File: config.mk
export PLATFORM = sky130hd
export DESIGN_NAME = hol_fifo
export DESIGN_NICKNAME = d
export VERILOG_FILES = /design/src/rtl/hol_pkg.sv /design/src/rtl/hol_fifo.sv
export SDC_FILE = /design/constraint.sdc
export NUM_CORES = 1
export LEC_CHECK = 0
export BUFFER_PORTS_ARGS = -buffer_cell sky130_fd_sc_hd__buf_2
export CAP_MARGIN = 5
export CORE_MARGIN = 1.5
export CORE_UTILIZATION = 50
export DETAILED_ROUTE_END_ITERATION = 12
export PLACE_DENSITY = 0.82
export RECOVER_POWER = 25
export SLEW_MARGIN = 20
export SYNTH_ARGS = -nofsm -noshare
export SYNTH_HDL_FRONTEND = slang
export SYNTH_SLANG_ARGS = --single-unit
File: constraint.sdc
create_clock -name clk -period 3.35 [get_ports clk]
set_input_delay 0.335 -clock clk [delete_from_list [all_inputs] [get_ports clk]]
set_output_delay 0.335 -clock clk [all_outputs]
set_load 0.005 [all_outputs]
File: src/rtl/hol_pkg.sv
// ----------------------------------------------------------------------------
// hol_pkg
// Shared types and constants of the hashed opcode lookup cache.
// ----------------------------------------------------------------------------
package hol_pkg;

  localparam int OP_W  = 2;
  localparam int KEY_W = 32;
  localparam int CNT_W = 32;

  // Request operation codes
  localparam logic [OP_W-1:0] OP_LOOKUP = 2'd0;
  localparam logic [OP_W-1:0] OP_INSERT = 2'd1;
  localparam logic [OP_W-1:0] OP_FILL   = 2'd2;

  // Fibonacci hash constants
  localparam logic [KEY_W-1:0] HASH_MULT = 32'h9e37_79b1;
  localparam int               HASH_FOLD = 16;

  // Queue status seen by both sides
  typedef struct packed {
    logic full;
    logic empty;
  } fifo_stat_t;

  // Back-end sequencer states
  typedef enum logic [1:0] {
    BK_CLEAR,
    BK_IDLE,
    BK_RESOLVE
  } bk_state_t;

endpackage

File: src/rtl/hol_fifo.sv
// ----------------------------------------------------------------------------
// hol_fifo
// Two-entry request queue between the front end and the back end.
// ----------------------------------------------------------------------------
module hol_fifo #(
  parameter int WIDTH = 8
) (
  input  logic               clk,
  input  logic               rst,
  input  logic               push,
  input  logic [WIDTH-1:0]   push_data,
  input  logic               pop,
  output logic [WIDTH-1:0]   pop_data,
  output hol_pkg::fifo_stat_t stat
);

  import hol_pkg::*;

  logic [WIDTH-1:0] entry [2];
  logic             wr_ptr;
  logic             rd_ptr;
  logic [1:0]       fill;

  // Store pushed requests
  always_ff @(posedge clk) begin
    if (push) begin
      entry[wr_ptr] <= push_data;
    end
  end

  // Advance pointers and occupancy
  always_ff @(posedge clk) begin
    if (rst) begin
      wr_ptr <= 1'b0;
      rd_ptr <= 1'b0;
      fill   <= 2'd0;
    end else begin
      if (push) begin
        wr_ptr <= ~wr_ptr;
      end
      if (pop) begin
        rd_ptr <= ~rd_ptr;
      end
      if (push && !pop) begin
        fill <= fill + 2'd1;
      end else if (pop && !push) begin
        fill <= fill - 2'd1;
      end
    end
  end

  assign pop_data   = entry[rd_ptr];
  assign stat.full  = (fill == 2'd2);
  assign stat.empty = (fill == 2'd0);

endmodule

==> reports/metrics.csv <==
metric;value;unit
status;completed;
clkPwrFrac;23.7;%
syn_inst;47;
syn_avg_cell_area;16.7;sq um
ant_nets;0;
row_count;14;
ios;22;
yosysUniqueCellTypes;15;
postCtsSetupBuffers;0;
cts_hold_buffers;0;
powerDensity;528;nW/um^2
core;1490;sq um
wire_per_inst;14.1;um
worstPathRequired;3.01;ns
timing.fmax;0.595;GHz
worst_path_largest_cell_delay;0.55;ns
grt_setup_unrepaired;false;
post-dp-hpwl;905;um
drt_iter0_drc;2;
switching_share;22.6;%
fin_tns_setup;0;ns
grt_pass1_wl;1810;um
crit_chain;mux2_2 -> buf_2;
cts_max_path_buffers;2;
antenna_cells;0;
final.min_clock_period;1.68;ns
die_x;42.6;um
synth-seq-cells;21;
worstMarginPinSlew;0.755;ns
cts_max_level;1;
clk_pin_slew;0.11;ns
dieArea;1810;sq um
multi_input_area;194;sq um
drc;0;
p_switching;111;uW
initial_utilization;52.6;%
syn-cell-area;783;sq um
synth_warnings;0;
pre_cts_slack;1.87;ns
pwr-share-seq;63.5;%
worstPathMaxFanout;8;
relSlewSlack;49.6;%
pwr-share-comb;12.7;%
antenna_found_initial;0;
syn_nets;60;
critPathSlowestCell;dfxtp_1;
clock-sinks;21;
fillers;125;
drive_gt1_share;46.5;%
first_global_vias;444;
nets;85;
register_area;581;sq um
vdd_drop_max;429;uV
setup_slack;1.67;ns
fin_skew;0.00374;ns
final.period_utilization;50.2;%
drt_pass1_iterations;4;
cts-root-buf;clkbuf_4;
mostFrequentLayoutCells;buf_2 (20), edfxtp_1 (16), mux2_2 (8);
yosysSeqAreaShare;74.1;%
hp-class;in -> reg;
layout_commonest_cell;buf_2;
crit_type;reg -> out;
gp_routability_congestion;0.714;
internal_power;380;uW
post_cts_resized;0;
slew_viol_final;0;
grt_use_total;13.9;%
utilization;62.4;%
final_hold_viol_count;0;
syn_to_final_growth;18.7;%
portBuffers;21;
cts_buffers;3;
grt_max_degree;13;
wl;1230;um
critPathArrivalTime;1.35;ns
vias;430;
clk-insertion-delay-late;0.29;ns
tritoncts;built;
crit_path_end_kind;output port;
cap_viol_max_count;0;
via_per_inst;4.94;
critPathLaunchType;register;
gr-total-overflow;0;
fp.dieH;42.6;um
setup_viol;0;
leakage;0.373;nW
registers in the layout, indices dropped and copies added (netlist names), named ones only:
register  cells
entry        16
fill          2
rd_ptr        1
wr_ptr        1
per-stage QoR:
step | total power [mW] | area [sq um] | std cells | hold slack [ns]
6_report | 0.491 | 930 | 87 | 0.222
5_1_grt | 0.514 | 930 | 87 | 0.210
4_1_cts | 0.496 | 931 | 87 | 0.220
3_5_place_dp | 0.381 | 903 | 83 | 0.488
3_3_place_gp | 0.377 | 903 | 83 | 0.485
2_1_floorplan | 0.352 | 783 | 47 | 0.404
layer usage:
| metal | global-route usage, % | vias up | wire, um |
|---|---|---|---|
| li1 | - | 215 | - |
| met3 | 2.59 | 0 | 35 |
| met2 | 25.8 | 9 | 676 |
| met4 | 5.63 | 0 | 0 |
| met5 | 0 | - | 0 |
| met1 | 15.3 | 206 | 514 |
worst max-delay path: cells and delay by family (launching register included):
family                 cells  cell delay (ns)
flip-flops                 1             0.55
buffers and inverters      1             0.13
multiplexers               1             0.38
kinds of logic (layout without fill, tap and decap cells):
group	Yosys count	after routing	synth area share, %
mux	8	8	11.5
fa+ha+maj	1	1	1.60
compound gates	2	2	1.28
buf+inv	2	26	1.12
flops	21	21	74.1
simple gates	9	9	5.91
xor+xnor	4	4	4.47
path summary, 6_finish.rpt:
| kind | from | to | slack (ns) | cells after the start |
|---|---|---|---|---|
| max | register | pop_data[2] | 1.67 | 2 |
| min | push_data[2] | entry[1][2] | 0.22 | 1 |
| max reg2reg | wr_ptr | entry[0][0] | 2.06 | 1 |
| min reg2reg | fill[1] | fill[1] | 0.51 | 2 |
layout make-up:
class	count	share of cell area [%]
sequential	21	62.4
multi-input combinational	24	20.9
timing repair buffer	21	11.2
clock buffer	3	2.42
tap	16	2.15
clock inverter	1	0.538
inverter	1	0.404
power by group through the flow:
stage	clock network, mW	registers, mW	logic (mW)
after detailed placement	0	0.319	0.0628
after floorplan	0	0.312	0.0397
final	0.117	0.312	0.0625
after global routing	0.130	0.315	0.0694
after global placement	0	0.317	0.0602
after CTS	0.120	0.312	0.0637
Yosys cell counts:
library cell	count	area share, %
and2_1	1	0.80
nor2b_1	1	0.80
a21oi_1	1	0.64
ha_1	1	1.6
xor2_1	2	2.2
o21ai_0	1	0.64
and2b_2	1	1.1
dfxtp_1	5	13
nor2_1	5	2.4
xnor2_1	2	2.2
mux2_2	8	12
buf_2	1	0.64
edfxtp_1	16	61
inv_1	1	0.48
or3_1	1	0.80
(Power assumes the default switching activity.)
