### src/rtl/hol_pkg.sv
// ----------------------------------------------------------------------------
// hol_pkg
// Shared types and constants of the hashed opcode lookup cache.
// ----------------------------------------------------------------------------
package hol_pkg;

  localparam int OP_W  = 2;
  localparam int KEY_W = 32;
  localparam int CNT_W = 32;

  // Request operation codes
  localparam logic [OP_W-1:0] OP_LOOKUP = 2'd0;
  localparam logic [OP_W-1:0] OP_INSERT = 2'd1;
  localparam logic [OP_W-1:0] OP_FILL   = 2'd2;

  // Fibonacci hash constants
  localparam logic [KEY_W-1:0] HASH_MULT = 32'h9e37_79b1;
  localparam int               HASH_FOLD = 16;

  // Queue status seen by both sides
  typedef struct packed {
    logic full;
    logic empty;
  } fifo_stat_t;

  // Back-end sequencer states
  typedef enum logic [1:0] {
    BK_CLEAR,
    BK_IDLE,
    BK_RESOLVE
  } bk_state_t;

endpackage

### src/rtl/hol_front.sv
// ----------------------------------------------------------------------------
// hol_front
// Accepts requests, hashes the opcode into a slot index and queues them.
// ----------------------------------------------------------------------------
module hol_front #(
  parameter int SLOT_COUNT    = 4096,
  parameter int PAYLOAD_WIDTH = 64
) (
  input  logic                          clk,
  input  logic                          rst,
  input  logic                          in_valid,
  output logic                          in_stall,
  input  logic [hol_pkg::OP_W-1:0]      operation,
  input  logic [hol_pkg::KEY_W-1:0]     opcode,
  input  logic [PAYLOAD_WIDTH-1:0]      payload,
  input  logic                          clearing,
  input  hol_pkg::fifo_stat_t           fifo_stat,
  output logic                          push,
  output logic [hol_pkg::OP_W-1:0]      push_op,
  output logic [hol_pkg::KEY_W-1:0]     push_key,
  output logic [$clog2(SLOT_COUNT)-1:0] push_idx,
  output logic [PAYLOAD_WIDTH-1:0]      push_data
);

  import hol_pkg::*;

  localparam int IDX_W = $clog2(SLOT_COUNT);

  logic                     s1_valid;
  logic [OP_W-1:0]          s1_op;
  logic [KEY_W-1:0]         s1_key;
  logic [PAYLOAD_WIDTH-1:0] s1_data;
  logic [KEY_W-1:0]         s1_prod;
  logic [KEY_W-1:0]         prod_next;
  logic [KEY_W-1:0]         mixed;
  logic                     accept;

  // Low word of the hash product
  assign prod_next = opcode * HASH_MULT;

  // Hold new requests while clearing or while the queue backs up
  assign in_stall = clearing || (s1_valid && fifo_stat.full);
  assign accept   = in_valid && !in_stall;
  assign push     = s1_valid && !fifo_stat.full;

  // Stage valid
  always_ff @(posedge clk) begin
    if (rst) begin
      s1_valid <= 1'b0;
    end else if (accept) begin
      s1_valid <= 1'b1;
    end else if (push) begin
      s1_valid <= 1'b0;
    end
  end

  // Stage payload
  always_ff @(posedge clk) begin
    if (accept) begin
      s1_op   <= operation;
      s1_key  <= opcode;
      s1_data <= payload;
      s1_prod <= prod_next;
    end
  end

  // Fold the product and mask to a slot index
  assign mixed     = s1_prod ^ (s1_prod >> HASH_FOLD);
  assign push_idx  = IDX_W'(mixed & KEY_W'(SLOT_COUNT - 1));
  assign push_op   = s1_op;
  assign push_key  = s1_key;
  assign push_data = s1_data;

endmodule

### config.mk
export PLATFORM = sky130hd
export DESIGN_NAME = hol_front
export DESIGN_NICKNAME = d
export VERILOG_FILES = /design/src/rtl/hol_pkg.sv /design/src/rtl/hol_front.sv
export SDC_FILE = /design/constraint.sdc
export NUM_CORES = 1
export LEC_CHECK = 0
export ABC_CLOCK_PERIOD_IN_PS = 8750
export BUFFER_PORTS_ARGS = -buffer_cell sky130_fd_sc_hd__buf_2
export CAP_MARGIN = 10
export CORE_MARGIN = 5
export CORE_UTILIZATION = 57
export DETAILED_ROUTE_END_ITERATION = 8
export PLACE_DENSITY = 0.83
export SKIP_CTS_REPAIR_TIMING = 1
export SLEW_MARGIN = 20
export SYNTH_ARGS = -nofsm -noshare
export SYNTH_HDL_FRONTEND = slang
export SYNTH_SLANG_ARGS = --single-unit
### constraint.sdc
create_clock -name clk -period 8.75 [get_ports clk]
set_clock_uncertainty 0.1 [all_clocks]
set_input_delay 1.75 -clock clk [delete_from_list [all_inputs] [get_ports clk]]
set_output_delay 1.75 -clock clk [all_outputs]
set_load 0.02 [all_outputs]
==> run summary <==
Worst Hold Launch -> s1_valid
Period utilisation layout -> 81.8%
Startpoint Class -> input pin
Ys async rst share -> 0%
Crit. End Element -> register
Status -> completed
R2R setup slack -> 6.27 ns
Layout Nets -> 1,455
Crit-path cells -> buf_2, ha_1, inv_1, fa_1, fa_1, fa_1, fa_1, inv_1, fa_1, inv_1, fa_1, inv_1, ha_1, a21o_1, a211o_1, a211oi_1, o21ai_1, a31o_1, a21oi_2, xnor2_1
Num rows -> 49
Routed wire length -> 23.6 mm
RSZ-0062 raised after global routing -> false
Vias in the first global route -> 7,027
Share of cells above drive strength 1 -> 23.6%
Sequential area share after synthesis -> 34.5%
PortBufs -> 214
Max clock buf depth -> 2
Synth Area in Adders -> 43.4%
Via Count -> 6,468
Hold/Removal Path Class -> register to register
Cts bufs inserted -> 17
Number of synthesis warnings -> 0
Synth unique cells -> 37
Die width -> 145 µm
Worst endpoint data arrival time -> 7.22 ns
Avg Inst Size Synth -> 12.2 µm²
DRC errors left -> 0
Slew Viols, Final -> 0
Antenna viol nets, final -> 0
Buf/Inv on CP -> 5
Die Span Y -> 145 µm
Classification of the worst setup path -> input pin to register
Io pins -> 216
Worst slew margin -> 32.9%
Clk Latency, worst-skew pair -> 0.41 ns
CTS tree -> yes
Gate Count Post-Synth -> 850
Worst EP required -> 8.81 ns
Max-Cap Viols -> 0
Largest stage delay, worst path -> 0.55 ns
Final hold slack -> 0.458 ns
CP most frequent cell -> fa_1
Largest net degree at the start of global routing -> 83
Vias/cell -> 4.89
Initial antenna violation count -> 0
Post-synth EDFFs -> 118
Core area -> 0.0179 mm²
Crit path max-delay family -> adder cells
Mux share of post-synthesis cell area -> 0%
Worst r2r src -> s1_valid
H-tree depth -> 4
GRT overflow -> 0
Final hold violation count -> 0
Worst hold path depth -> 2
Simple-gate share of the synthesized area -> 1.41%
Reg2reg path depth -> 3
Post-DP HPWL -> 19.9 mm
Max Fanout on Critical Path -> 4
Top_reg_cell synth -> edfxtp_1
Area Growth Syn to Fin -> 18.6%
Post-Syn Area -> 0.0103 mm²
Post-synthesis xor/xnor area fraction -> 5.26%
Reg-to-reg critical path endpoint -> push_data[15]
Mapped Nets -> 1,225
Diode count -> 0
GPL Wtd Cong -> 0.957
Worst-Margin Slew -> 1.01 ns
DR iter-0 viols -> 307
Fmax -> 140 MHz
Clock slew at reported path FFs -> 0.06 ns
Yosys reg bits -> 119
Compound-gate portion of the synthesized area -> 3.78%
Starting Density -> 57.7%
Drt pass-1 iters -> 4
Clk sinks -> 119
Largest family of logic cells by synthesized area -> adder cells
Root Buffer -> clkbuf_16
TNS Setup -> 0 ns
Slowest CP cell -> fa_1
Overall global routing resource usage -> 23.3%
Minimum clock period -> 7.16 ns
Total die area -> 0.0209 mm²
WL per Instance -> 17.9 µm
Hold endpoint -> s1_valid
Setup violators final -> 0
Global-route wire length before repair -> 36.3 mm
==> cell type report <==
class / count / area [µm²]
Fill cell: 1316 / 5660
Tap cell: 229 / 287
Multi-Input combinational cell: 413 / 5560
Clock buffer: 17 / 425
Clock inverter: 15 / 154
Inverter: 314 / 1180
Sequential cell: 119 / 3560
Timing Repair Buffer: 215 / 1080
==> cells in the final DEF (no fill, tap or decap), types with 4 or more instances in the layout <==
cell and instances:
inv_1 313, buf_2 214, fa_1 145, ha_1 126
edfxtp_1 118, xnor2_1 36, xor2_1 26, clkbuf_16 17
a21oi_1 13, nand2_1 7, inv_8 7, a21o_1 6
nor2_1 6, o21ai_1 5, and2_1 4, a211oi_1 4
o21bai_1 4
==> cell families after synthesis <==
logic type,count (synthesis)
buffers and inverters,318
AOI/OAI and AO/OA,53
adders and majority gates,271
xor gates and xnor gates,62
and+or+nand+nor,27
DFF,119
==> tightest hold or removal path: stages, from the launching register on <==
cell and delay [ns]:
dfxtp_1 0.33, a21oi_1 0.13, nor2_1 0.05
==> stage by stage <==
stage               setup WS (ns)  area, µm²  instances  utilization, %
floorplan                    1.73      10300        850               -
global placement             1.28      11700       1290            65.2
detailed placement           1.13      11700       1290            65.2
CTS                          1.57      12200       1322            68.4
global route                 1.36      12200       1322            68.4
finish                       1.59      12200       1322            68.4
==> cells in the mapped netlist (5+ instances only) <==
cell type  instances  area [µm²]
inv_1            313        1170
fa_1             145        2900
ha_1             126        1580
edfxtp_1         118        3540
xnor2_1           36         315
xor2_1            26         228
a21oi_1           13        65.1
nand2_1            7        26.3
a21o_1             6        45.0
nor2_1             6        22.5
and2_1             5        31.3
o21ai_1            5        25.0
==> worst max-delay path by stage <==
stage	from	endpoint	cells past startpoint
after floorplan	opcode[13]	s1_prod[27]	19
after global placement	opcode[13]	s1_prod[27]	20
after detailed placement	opcode[12]	s1_prod[27]	20
after CTS	opcode[12]	s1_prod[27]	20
after global routing	opcode[6]	s1_prod[26]	20
final	opcode[12]	s1_prod[27]	20
==> sequential cells by signal (all words and copies together) (netlist names) <==
name	cells
s1_prod	20
push_op	2
push_data	64
s1_valid	1
push_key	32
==> per-layer routing <==
layer | GRT usage (%) | wire length, µm | vias to the layer above | part of all wire (%)
met5 | 0 | 0 | - | 0
met1 | 29.6 | 9360 | 3149 | 40
met3 | 4.96 | 1820 | 39 | 7.7
met4 | 8.15 | 663 | 0 | 2.8
li1 | - | - | 3034 | -
met2 | 39.9 | 11800 | 246 | 50
Power is left out: the tool's default activity adds up to more than one toggle a clock period on the data nets, which glitch-free logic cannot reach.
